--- src/rtl/core/frai_pkg.sv ---
// Shared types, constants and command/status structs of the register ALU interpreter.
package frai_pkg;

    localparam int NUM_REGS   = 4;
    localparam int REG_IDX_W  = 2;
    localparam int WORD_W     = 64;
    localparam int HALF_W     = WORD_W / 2;
    localparam int IMM_W      = 32;
    localparam int CNT_W      = $clog2(WORD_W);
    localparam int IN_DATA_W  = 40;
    localparam int IN_USER_W  = 4;
    localparam int OUT_DATA_W = 72;

    typedef logic [WORD_W-1:0]    word_t;
    typedef logic [REG_IDX_W-1:0] idx_t;

    typedef enum logic [2:0] {
        OP_IN  = 3'd0,
        OP_OUT = 3'd1,
        OP_MOV = 3'd2,
        OP_ADD = 3'd3,
        OP_SUB = 3'd4,
        OP_MUL = 3'd5,
        OP_DIV = 3'd6
    } op_t;

    typedef enum logic [2:0] {
        MUL_NONE,
        MUL_LL,
        MUL_LH,
        MUL_HL,
        MUL_SUM
    } mul_phase_t;

    typedef enum logic [3:0] {
        S_IDLE,
        S_READ,
        S_DISPATCH,
        S_MUL_LL,
        S_MUL_LH,
        S_MUL_HL,
        S_MUL_SUM,
        S_DIV_INIT,
        S_DIV_STEP,
        S_WRITE,
        S_EMIT
    } state_t;

    typedef struct packed {
        logic       latch;
        logic       read;
        mul_phase_t mul_phase;
        logic       div_init;
        logic       div_step;
        logic       write;
        logic       set_err;
        logic       emit;
    } cmd_t;

    typedef struct packed {
        op_t  opcode;
        logic y_zero;
        logic div_last;
        logic out_free;
    } stat_t;

endpackage

--- src/rtl/core/frai_ctrl.sv ---
// Sequencer of the register ALU interpreter: steps each instruction through the datapath.
module frai_ctrl (
    input  logic           clk,
    input  logic           rst_n,
    input  logic           s_axis_tvalid,
    output logic           s_axis_tready,
    input  frai_pkg::stat_t stat,
    output frai_pkg::cmd_t  cmd
);
    import frai_pkg::*;

    state_t state_reg;
    state_t state_next;

    always_ff @(posedge clk or negedge rst_n)
    begin
        if (!rst_n)
        begin
            state_reg <= S_IDLE;
        end
        else
        begin
            state_reg <= state_next;
        end
    end

    always_comb
    begin
        state_next    = state_reg;
        cmd           = '0;
        cmd.mul_phase = MUL_NONE;
        s_axis_tready = 1'b0;
        unique case (state_reg)
            S_IDLE:
            begin
                s_axis_tready = 1'b1;
                if (s_axis_tvalid)
                begin
                    cmd.latch  = 1'b1;
                    state_next = S_READ;
                end
            end
            S_READ:
            begin
                cmd.read   = 1'b1;
                state_next = S_DISPATCH;
            end
            S_DISPATCH:
            begin
                unique case (stat.opcode) inside
                    OP_IN, OP_MOV, OP_ADD, OP_SUB: state_next = S_WRITE;
                    OP_OUT:                        state_next = S_EMIT;
                    OP_MUL:                        state_next = S_MUL_LL;
                    OP_DIV:
                    begin
                        // divide by zero: keep destination, raise the sticky flag
                        if (stat.y_zero)
                        begin
                            cmd.set_err = 1'b1;
                            state_next  = S_IDLE;
                        end
                        else
                        begin
                            state_next = S_DIV_INIT;
                        end
                    end
                    default:                       state_next = S_IDLE;
                endcase
            end
            S_MUL_LL:
            begin
                cmd.mul_phase = MUL_LL;
                state_next    = S_MUL_LH;
            end
            S_MUL_LH:
            begin
                cmd.mul_phase = MUL_LH;
                state_next    = S_MUL_HL;
            end
            S_MUL_HL:
            begin
                cmd.mul_phase = MUL_HL;
                state_next    = S_MUL_SUM;
            end
            S_MUL_SUM:
            begin
                cmd.mul_phase = MUL_SUM;
                state_next    = S_WRITE;
            end
            S_DIV_INIT:
            begin
                cmd.div_init = 1'b1;
                state_next   = S_DIV_STEP;
            end
            S_DIV_STEP:
            begin
                cmd.div_step = 1'b1;
                if (stat.div_last)
                begin
                    state_next = S_WRITE;
                end
            end
            S_WRITE:
            begin
                cmd.write  = 1'b1;
                state_next = S_IDLE;
            end
            S_EMIT:
            begin
                // hold until the output register is free
                if (stat.out_free)
                begin
                    cmd.emit   = 1'b1;
                    state_next = S_IDLE;
                end
            end
            default:
            begin
                state_next = S_IDLE;
            end
        endcase
    end

endmodule

--- src/rtl/core/frai_dp.sv ---
// Datapath of the register ALU interpreter: register file, shared multiplier, radix-2 divider.
module frai_dp (
    input  logic                                clk,
    input  logic                                rst_n,
    input  frai_pkg::cmd_t                      cmd,
    output frai_pkg::stat_t                     stat,
    input  logic [frai_pkg::IN_DATA_W-1:0]      s_axis_tdata,
    input  logic [frai_pkg::IN_USER_W-1:0]      s_axis_tuser,
    output logic                                m_axis_tvalid,
    input  logic                                m_axis_tready,
    output logic [frai_pkg::OUT_DATA_W-1:0]     m_axis_tdata
);
    import frai_pkg::*;

    op_t              op_reg;
    logic             three_reg;
    idx_t             dest_idx_reg;
    idx_t             sa_idx_reg;
    idx_t             sb_idx_reg;
    logic [IMM_W-1:0] imm_reg;

    word_t            rf_reg [NUM_REGS];
    word_t            x_reg;
    word_t            y_reg;
    word_t            prod_reg;
    word_t            acc_reg;
    word_t            rem_reg;
    word_t            quo_reg;
    word_t            dvs_reg;
    logic             neg_reg;
    logic [CNT_W-1:0] cnt_reg;
    logic             err_reg;

    logic             m_valid_reg;
    word_t            m_value_reg;
    logic             m_err_reg;

    idx_t                 x_addr;
    idx_t                 y_addr;
    logic [HALF_W-1:0]    mul_a;
    logic [HALF_W-1:0]    mul_b;
    logic [WORD_W:0]      trial;
    word_t                result;

    // operand addresses: OUT and two-operand arithmetic read the destination first
    always_comb
    begin
        x_addr = sa_idx_reg;
        y_addr = sb_idx_reg;
        if (op_reg == OP_OUT)
        begin
            x_addr = dest_idx_reg;
        end
        else if (!three_reg && op_reg != OP_MOV && op_reg != OP_IN)
        begin
            x_addr = dest_idx_reg;
            y_addr = sa_idx_reg;
        end
    end

    always_comb
    begin
        case (cmd.mul_phase)
            MUL_LH:
            begin
                mul_a = x_reg[HALF_W-1:0];
                mul_b = y_reg[WORD_W-1:HALF_W];
            end
            MUL_HL:
            begin
                mul_a = x_reg[WORD_W-1:HALF_W];
                mul_b = y_reg[HALF_W-1:0];
            end
            default:
            begin
                mul_a = x_reg[HALF_W-1:0];
                mul_b = y_reg[HALF_W-1:0];
            end
        endcase
    end

    assign trial = {rem_reg, quo_reg[WORD_W-1]} - {1'b0, dvs_reg};

    always_comb
    begin
        case (op_reg)
            OP_IN:   result = {{(WORD_W-IMM_W){imm_reg[IMM_W-1]}}, imm_reg};
            OP_ADD:  result = x_reg + y_reg;
            OP_SUB:  result = x_reg - y_reg;
            OP_MUL:  result = acc_reg;
            OP_DIV:  result = neg_reg ? (word_t'(0) - quo_reg) : quo_reg;
            default: result = x_reg;
        endcase
    end

    // instruction word fields
    always_ff @(posedge clk)
    begin
        if (cmd.latch)
        begin
            op_reg       <= op_t'(s_axis_tuser[2:0]);
            three_reg    <= s_axis_tuser[3];
            dest_idx_reg <= s_axis_tdata[1:0];
            sa_idx_reg   <= s_axis_tdata[3:2];
            sb_idx_reg   <= s_axis_tdata[5:4];
            imm_reg      <= s_axis_tdata[37:6];
        end
    end

    always_ff @(posedge clk or negedge rst_n)
    begin
        if (!rst_n)
        begin
            for (int i = 0; i < NUM_REGS; i++)
            begin
                rf_reg[i] <= '0;
            end
        end
        else if (cmd.write && 32'(dest_idx_reg) < NUM_REGS)
        begin
            rf_reg[dest_idx_reg] <= result;
        end
    end

    // registered reads; an index past the file reads as zero
    always_ff @(posedge clk)
    begin
        if (cmd.read)
        begin
            x_reg <= (32'(x_addr) < NUM_REGS) ? rf_reg[x_addr] : '0;
            y_reg <= (32'(y_addr) < NUM_REGS) ? rf_reg[y_addr] : '0;
        end
    end

    // low 64 bits of the product from three 32x32 partial products
    always_ff @(posedge clk)
    begin
        if (cmd.mul_phase != MUL_NONE)
        begin
            prod_reg <= mul_a * mul_b;
        end
        case (cmd.mul_phase) inside
            MUL_LH:
            begin
                acc_reg <= prod_reg;
            end
            MUL_HL, MUL_SUM:
            begin
                acc_reg[WORD_W-1:HALF_W] <= acc_reg[WORD_W-1:HALF_W] + prod_reg[HALF_W-1:0];
            end
            default:
            begin
                acc_reg <= acc_reg;
            end
        endcase
    end

    // restoring divide on magnitudes, one quotient bit per cycle
    always_ff @(posedge clk)
    begin
        if (cmd.div_init)
        begin
            rem_reg <= '0;
            quo_reg <= x_reg[WORD_W-1] ? (word_t'(0) - x_reg) : x_reg;
            dvs_reg <= y_reg[WORD_W-1] ? (word_t'(0) - y_reg) : y_reg;
            neg_reg <= x_reg[WORD_W-1] ^ y_reg[WORD_W-1];
        end
        else if (cmd.div_step)
        begin
            rem_reg <= trial[WORD_W] ? {rem_reg[WORD_W-2:0], quo_reg[WORD_W-1]}
                                     : trial[WORD_W-1:0];
            quo_reg <= {quo_reg[WORD_W-2:0], ~trial[WORD_W]};
        end
    end

    always_ff @(posedge clk or negedge rst_n)
    begin
        if (!rst_n)
        begin
            cnt_reg <= '0;
            err_reg <= 1'b0;
        end
        else
        begin
            if (cmd.div_init)
            begin
                cnt_reg <= '0;
            end
            else if (cmd.div_step)
            begin
                cnt_reg <= cnt_reg + CNT_W'(1);
            end
            if (cmd.set_err)
            begin
                err_reg <= 1'b1;
            end
        end
    end

    // output word register
    always_ff @(posedge clk or negedge rst_n)
    begin
        if (!rst_n)
        begin
            m_valid_reg <= 1'b0;
        end
        else if (cmd.emit)
        begin
            m_valid_reg <= 1'b1;
        end
        else if (m_axis_tready)
        begin
            m_valid_reg <= 1'b0;
        end
    end

    always_ff @(posedge clk)
    begin
        if (cmd.emit)
        begin
            m_value_reg <= x_reg;
            m_err_reg   <= err_reg;
        end
    end

    assign m_axis_tvalid = m_valid_reg;
    assign m_axis_tdata  = {{(OUT_DATA_W-WORD_W-1){1'b0}}, m_err_reg, m_value_reg};

    assign stat.opcode   = op_reg;
    assign stat.y_zero   = (y_reg == '0);
    assign stat.div_last = (cnt_reg == CNT_W'(WORD_W-1));
    assign stat.out_free = !m_valid_reg || m_axis_tready;

    a_err_sticky: assert property (@(posedge clk) disable iff (!rst_n)
        err_reg |=> err_reg)
        else $error("division error flag cleared without reset");

    a_div_nonzero: assert property (@(posedge clk) disable iff (!rst_n)
        (cmd.write && op_reg == OP_DIV) |-> (y_reg != '0))
        else $error("quotient written for a zero divisor");

    a_emit_free: assert property (@(posedge clk) disable iff (!rst_n)
        cmd.emit |-> (!m_valid_reg || m_axis_tready))
        else $error("output word overwritten before it was taken");

    a_div_count: assert property (@(posedge clk) disable iff (!rst_n)
        (cmd.write && op_reg == OP_DIV) |-> ($past(cnt_reg) == CNT_W'(WORD_W-1)))
        else $error("quotient written before all bits were formed");

endmodule

--- src/rtl/core/four_register_alu_interpreter.sv ---
// Top level of the four-register ALU interpreter.
// Runs one decoded instruction per input word on four signed 64-bit registers cleared
// by reset; only OUT gives an output word, carrying the register and the sticky
// divide-by-zero flag. Words are taken one at a time: IN, MOV, ADD and SUB pass read,
// dispatch and write before the next accept, OUT waits while the output register is busy,
// MUL steps three 32x32 partial products through one shared multiplier, and DIV runs
// the radix-2 divider that forms one quotient bit per cycle (a zero divisor ends at
// dispatch). The output register lets the next word be accepted while a result still
// waits downstream.
module four_register_alu_interpreter (
    input  logic                                clk,
    input  logic                                rst_n,
    input  logic                                s_axis_tvalid,
    output logic                                s_axis_tready,
    // dest_reg[1:0], src_a_reg[3:2], src_b_reg[5:4], immediate[37:6], zero pad
    input  logic [frai_pkg::IN_DATA_W-1:0]      s_axis_tdata,
    // opcode[2:0], three_operand[3]
    input  logic [frai_pkg::IN_USER_W-1:0]      s_axis_tuser,
    output logic                                m_axis_tvalid,
    input  logic                                m_axis_tready,
    // out_value[63:0], div_error[64], zero pad
    output logic [frai_pkg::OUT_DATA_W-1:0]     m_axis_tdata
);
    import frai_pkg::*;

    cmd_t  cmd;
    stat_t stat;

    frai_ctrl u_ctrl (
        .clk           (clk),
        .rst_n         (rst_n),
        .s_axis_tvalid (s_axis_tvalid),
        .s_axis_tready (s_axis_tready),
        .stat          (stat),
        .cmd           (cmd)
    );

    frai_dp u_dp (
        .clk           (clk),
        .rst_n         (rst_n),
        .cmd           (cmd),
        .stat          (stat),
        .s_axis_tdata  (s_axis_tdata),
        .s_axis_tuser  (s_axis_tuser),
        .m_axis_tvalid (m_axis_tvalid),
        .m_axis_tready (m_axis_tready),
        .m_axis_tdata  (m_axis_tdata)
    );

endmodule

--- config.mk ---
export PLATFORM = sky130hd
export DESIGN_NAME = four_register_alu_interpreter
export DESIGN_NICKNAME = d
export VERILOG_FILES = /design/src/rtl/core/frai_pkg.sv /design/src/rtl/core/frai_ctrl.sv /design/src/rtl/core/frai_dp.sv /design/src/rtl/core/four_register_alu_interpreter.sv
export SDC_FILE = /design/constraint.sdc
export NUM_CORES = 2
export LEC_CHECK = 0
export CORE_MARGIN = 4
export CORE_UTILIZATION = 45
export DETAILED_ROUTE_END_ITERATION = 8
export DONT_BUFFER_PORTS = 1
export GPL_ROUTABILITY_DRIVEN = 1
export GPL_TIMING_DRIVEN = 1
export PLACE_DENSITY = 0.71
export REMOVE_ABC_BUFFERS = 1
export SYNTH_ARGS = -nofsm -noshare
export SYNTH_HDL_FRONTEND = slang
export SYNTH_HIERARCHICAL = 1
export SYNTH_SLANG_ARGS = --single-unit
--- constraint.sdc ---
create_clock -name clk -period 19.6 [get_ports clk]
set_clock_uncertainty 0.05 [all_clocks]
set_input_delay 2.94 -clock clk [delete_from_list [all_inputs] [get_ports clk]]
set_output_delay 2.94 -clock clk [all_outputs]
set_load 0.005 [all_outputs]
---- Yosys cells after proc, flatten, opt, wreduce, memory -nomap -nowiden ----
Cells that the tools add are included.
storage, ports and cells
  bits in registers ....................... 824
  output and inout port bits .............. 74
operators by class
  equality and inequality tests ........... 24
  multiplexer cells ....................... 47
  order comparisons ....................... 4
  reductions and logical operators ........ 17
  multiply operators ...................... 1
  bitwise logic cells ..................... 5
  $add $sub $neg .......................... 8
operators with widths
  kind                     number
  $mux W64                 10
  $pmux W64 S5             1
  $bmux W64 S2             2
  $bwmux W256              1
  $sub A1 B64 Y64 const A  3
  $demux W64 S2            1
  $mux W32                 4
  $sub A65 B64 Y65         1
  $add A64 B64 Y64         1
  $logic_not A64 Y1        1
  $mul A32 B32 Y64         1
  $sub A64 B64 Y64         1
  $mux W63                 1
  $pmux W4 S10             1
  $add A32 B32 Y32         1
  $eq A4 B3 Y1 const B     4
  $pmux W4 S4              1
  $mux W1                  14
  $eq A3 B2 Y1 const B     4
  $eq A3 B3 Y1 const B     4
  $eq A4 B4 Y1 const B     3
  $mux W4                  3
  $mux W6                  2
  $pmux W3 S4              1
  other kinds (24)         40

---- Longest topological paths before layout ----
  depth in word-level cells ............... 9
  mapped depth ............................ 40
  gate-level depth less buffers ........... 35

---- By module ----
The synthesis kept the hierarchy.
by module, submodules not included
  module     area each (µm²)  instances  cells each
  frai_dp    81070.3          1          8627
  frai_ctrl  454.2            1          55

---- Worst setup path before layout ----
OpenSTA, ideal clock, no wires.
  path type ............................... flip-flop to flip-flop
  from .................................... reg u_ctrl.state_reg[1]
  to ...................................... reg u_dp.x_reg[0], enable pin
  path buffers ............................ 1
  data arrival time ....................... 9315 ps
  period minus slack after synthesis ...... 10138 ps
  path slack .............................. 9462 ps
  stages on the path, launching flop included .. 5
  data required time ...................... 18777 ps
  cell sequence ........................... dfrtp_1 buf_6 inv_1 nand2_1 nor3_1
RTL lines
  element                   line             RTL
  start: declaration        frai_ctrl.sv:12  state_t state_reg;
  start signal: assignment  frai_ctrl.sv:23  state_reg <= state_next;
  end signal: assignment    frai_dp.sv:130   x_reg <= (32'(x_addr) < NUM_REGS) ? rf_reg[x_addr] : '0;
  end: declaration          frai_dp.sv:23    word_t x_reg;

==> key figures <==
Run status
  – Status: complete, no violations

Routing
  – Avg WL per Cell: 27.6 um
  – Vias: 67.1k
  – Pre-Repair DR Iteration Count: 9
  – Initial DRC Count: 7233
  – Via density: 6.17
  – Routed Antenna Nets: 0
  – Post-route DRC: 0
  – Total Wirelength: 301000 um

STA
  – Tcrit/Tclk final: 62.6%
  – Worst-margin pin slew: 1.38 ns
  – Minimum period implied by the final worst setup slack: 12.27 ns
  – Setup TNS Final: 0 ns
  – Max Fclk: 81.5 MHz
  – Final count of pins violating max slew: 0
  – Fin. Hold Viols: 0
  – WHS: 0.397 ns
  – Slew margin rel.: 6.21%
  – RSZ-0062 raised after global routing: false
  – Final setup fails: 0

Clocking
  – CTS tree: built
  – Latest clock arrival within the worst-skew pair: 0.74 ns
  – Root buffer cell: clkbuf_16
  – Total setup buffers inserted after CTS: 0
  – Clock H-tree levels: 3
  – Post-CTS sizing: 0
  – Clock sinks: 824
  – Worst-path clk slew: 0.07 ns
  – Hold buffer count at CTS: 0
  – CTS Buffer Depth: 3
  – CTS buffer count: 87

Yosys
  – Yosys top cell by area: fa_1
  – Syn_area_per_cell: 9.39 sq um
  – Yosys cell types: 101
  – Main synth FF type: edfxtp_1
  – Post-Synth Simple-Gate Area: 14.2%
  – Post-synthesis async set-or-reset flop share: 32.5%
  – Syn Inst Count: 8682
  – Most numerous cell in the Yosys netlist: nand2_1
  – Post-synthesis adder-cell area fraction: 28.6%
  – Post-synthesis compound-gate area fraction: 12.1%
  – Xor/xnor cell area share of the yosys netlist: 4.57%
  – Synth top cells by count: nand2_1 (1240), inv_1 (1015), nor2_1 (939)
  – Synth top area share: 22.1%
  – Largest family of logic cells by synthesized area: adder cells
  – Post-synth EDFFs: 492
  – Ranking of synthesized cells by area: fa_1 (22%), edfxtp_1 (18%), dfrtp_1 (8.2%), ha_1 (6.5%), nand2_1 (5.7%)
  – Multiplexer area fraction after synthesis: 5.52%
  – Synthesis Warnings: 6
  – Netlist Area Pre-Place: 81500 sq um
  – Post-synthesis sequential area ratio: 27.9%
  – Synth Register Bits: 824

Hold path
  – Hold WC Path Type: reg -> reg
  – Worst hold start: u_dp/prod_reg[2]

Die
  – Die H: 434 um
  – Die Area: 188000 sq um
  – Starting Density: 45.5%
  – Core Box Area: 179000 sq um
  – Cell Rows: 155
  – Total I/O pin count: 122
  – Die width: 434 um

Setup path
  – Buf+Inv Stages, Crit Path: 8
  – Crit Path Category: reg -> reg
  – Crit start category: register
  – Worst-path fanout max: 81
  – Setup crit end kind: register
  – Crit path DAT: 12.67 ns
  – Cell mode on critical path: fa_1
  – Crit path max-delay family: adder cells
  – Max incr delay on CP: 0.85 ns
  – CP max-delay cell: buf_4
  – CP startpoint: u_ctrl/state_reg[2]
  – Worst r2r src: u_ctrl/state_reg[2]
  – WP data required: 20.00 ns

Finish
  – Number of flip-flops in the largest register: 256
  – Ratio of cells with drive above 1 in the final layout: 7.39%
  – Area delta synth->final: 6.97%
  – Final std cells w/o fill: 10.9k
  – Fill count: 16.5k
  – Final #Nets: 9808

Placed design
  – Dpl hpwl: 227000 um
  – GPL Wtd Cong: 1.01
  – Port bufs: 0
  – Dpl cells: 10.7k

Global routing
  – Largest net degree at the start of global routing: 269
  – First-pass GRT wire length: 439000 um
  – GR Util All Layers: 31.8%
  – Initial antenna violation count: 16
  – Vias in the first global route: 66.9k
  – Congestion Overflow GR: 0

Run
  – Max cap viols: 0
[logic make-up (layout without fill, tap and decap cells)]
logic type / count (synthesis) / after routing
and+or+nand+nor: 2711 / 2711
AOI/OAI and AO/OA: 1582 / 1582
muxes: 281 / 281
DFF: 824 / 824
adders and majority gates: 1324 / 1324
xor gates and xnor gates: 425 / 425
buffers and inverters: 1534 / 1356
other: 1 / 23
[worst paths after layout]
kind	endpoint	slack [ns]	depth (start not counted)
min in group asynchronous	u_dp/m_axis_tvalid	1.86	0
max reg2reg	u_dp/prod_reg[61]	7.33	33
max in group asynchronous	u_dp/rf_reg[126]	17.08	0
min	u_dp/acc_reg[2]	0.40	0
min reg2reg	u_dp/acc_reg[2]	0.40	0
max	u_dp/prod_reg[61]	7.33	33
[layout make-up]
class	count	area, sq um	area share, %
inverter	1018	3820	4.38
multi-input combinational	6330	53400	61.2
timing repair buffer	175	1330	1.52
clock buffer	111	2320	2.66
tap	2355	2950	3.38
clock inverter	52	616	0.706
antenna	16	40.0	0.0459
sequential	824	22800	26.1
[through the flow]
| stage | setup slack, ns | instance area [sq um] | util [%] |
|---|---|---|---|
| after global placement | 7.62 | 84200 | 47.0 |
| after global routing | 6.66 | 87200 | 48.6 |
| after floorplan | 5.43 | 79500 | - |
| after CTS | 7.44 | 87200 | 48.6 |
| after detailed placement | 7.59 | 84200 | 47.0 |
| final | 7.33 | 87200 | 48.7 |
[layout by cell type, fill, tap and decap left out, drive strengths merged, types with 32 or more instances in the layout]
cell type / Yosys / routed
buf: 57 / 175
xor2: 211 / 211
clkbuf: 459 / 111
ha: 425 / 425
or3: 61 / 61
o31ai: 96 / 96
a21o: 141 / 141
inv: 1016 / 1023
o221ai: 32 / 32
a211oi: 55 / 55
mux2: 49 / 49
a31oi: 44 / 44
a21oi: 483 / 483
dfxtp: 64 / 64
nand3: 66 / 66
or4: 40 / 40
o21bai: 51 / 51
nand2: 1241 / 1241
nor2: 939 / 939
edfxtp: 492 / 492
and3: 42 / 42
o21ai: 436 / 436
nor3: 73 / 73
xnor2: 214 / 214
fa: 899 / 899
mux2i: 102 / 102
dfrtp: 268 / 268
mux4: 130 / 130
nand2b: 47 / 47
nand4: 68 / 68
[per-layer routing]
metal | GRT usage, % | share of wire [%] | vias to the layer above
met5 | 0 | 0.029 | -
met4 | 21.8 | 8.4 | 12
met3 | 9.99 | 12 | 1023
met2 | 46.8 | 43 | 4000
met1 | 40.1 | 37 | 33600
li1 | - | - | 28500
Power is left out: the tool's default activity adds up to more than one toggle a clock period on the data nets, which glitch-free logic cannot reach.
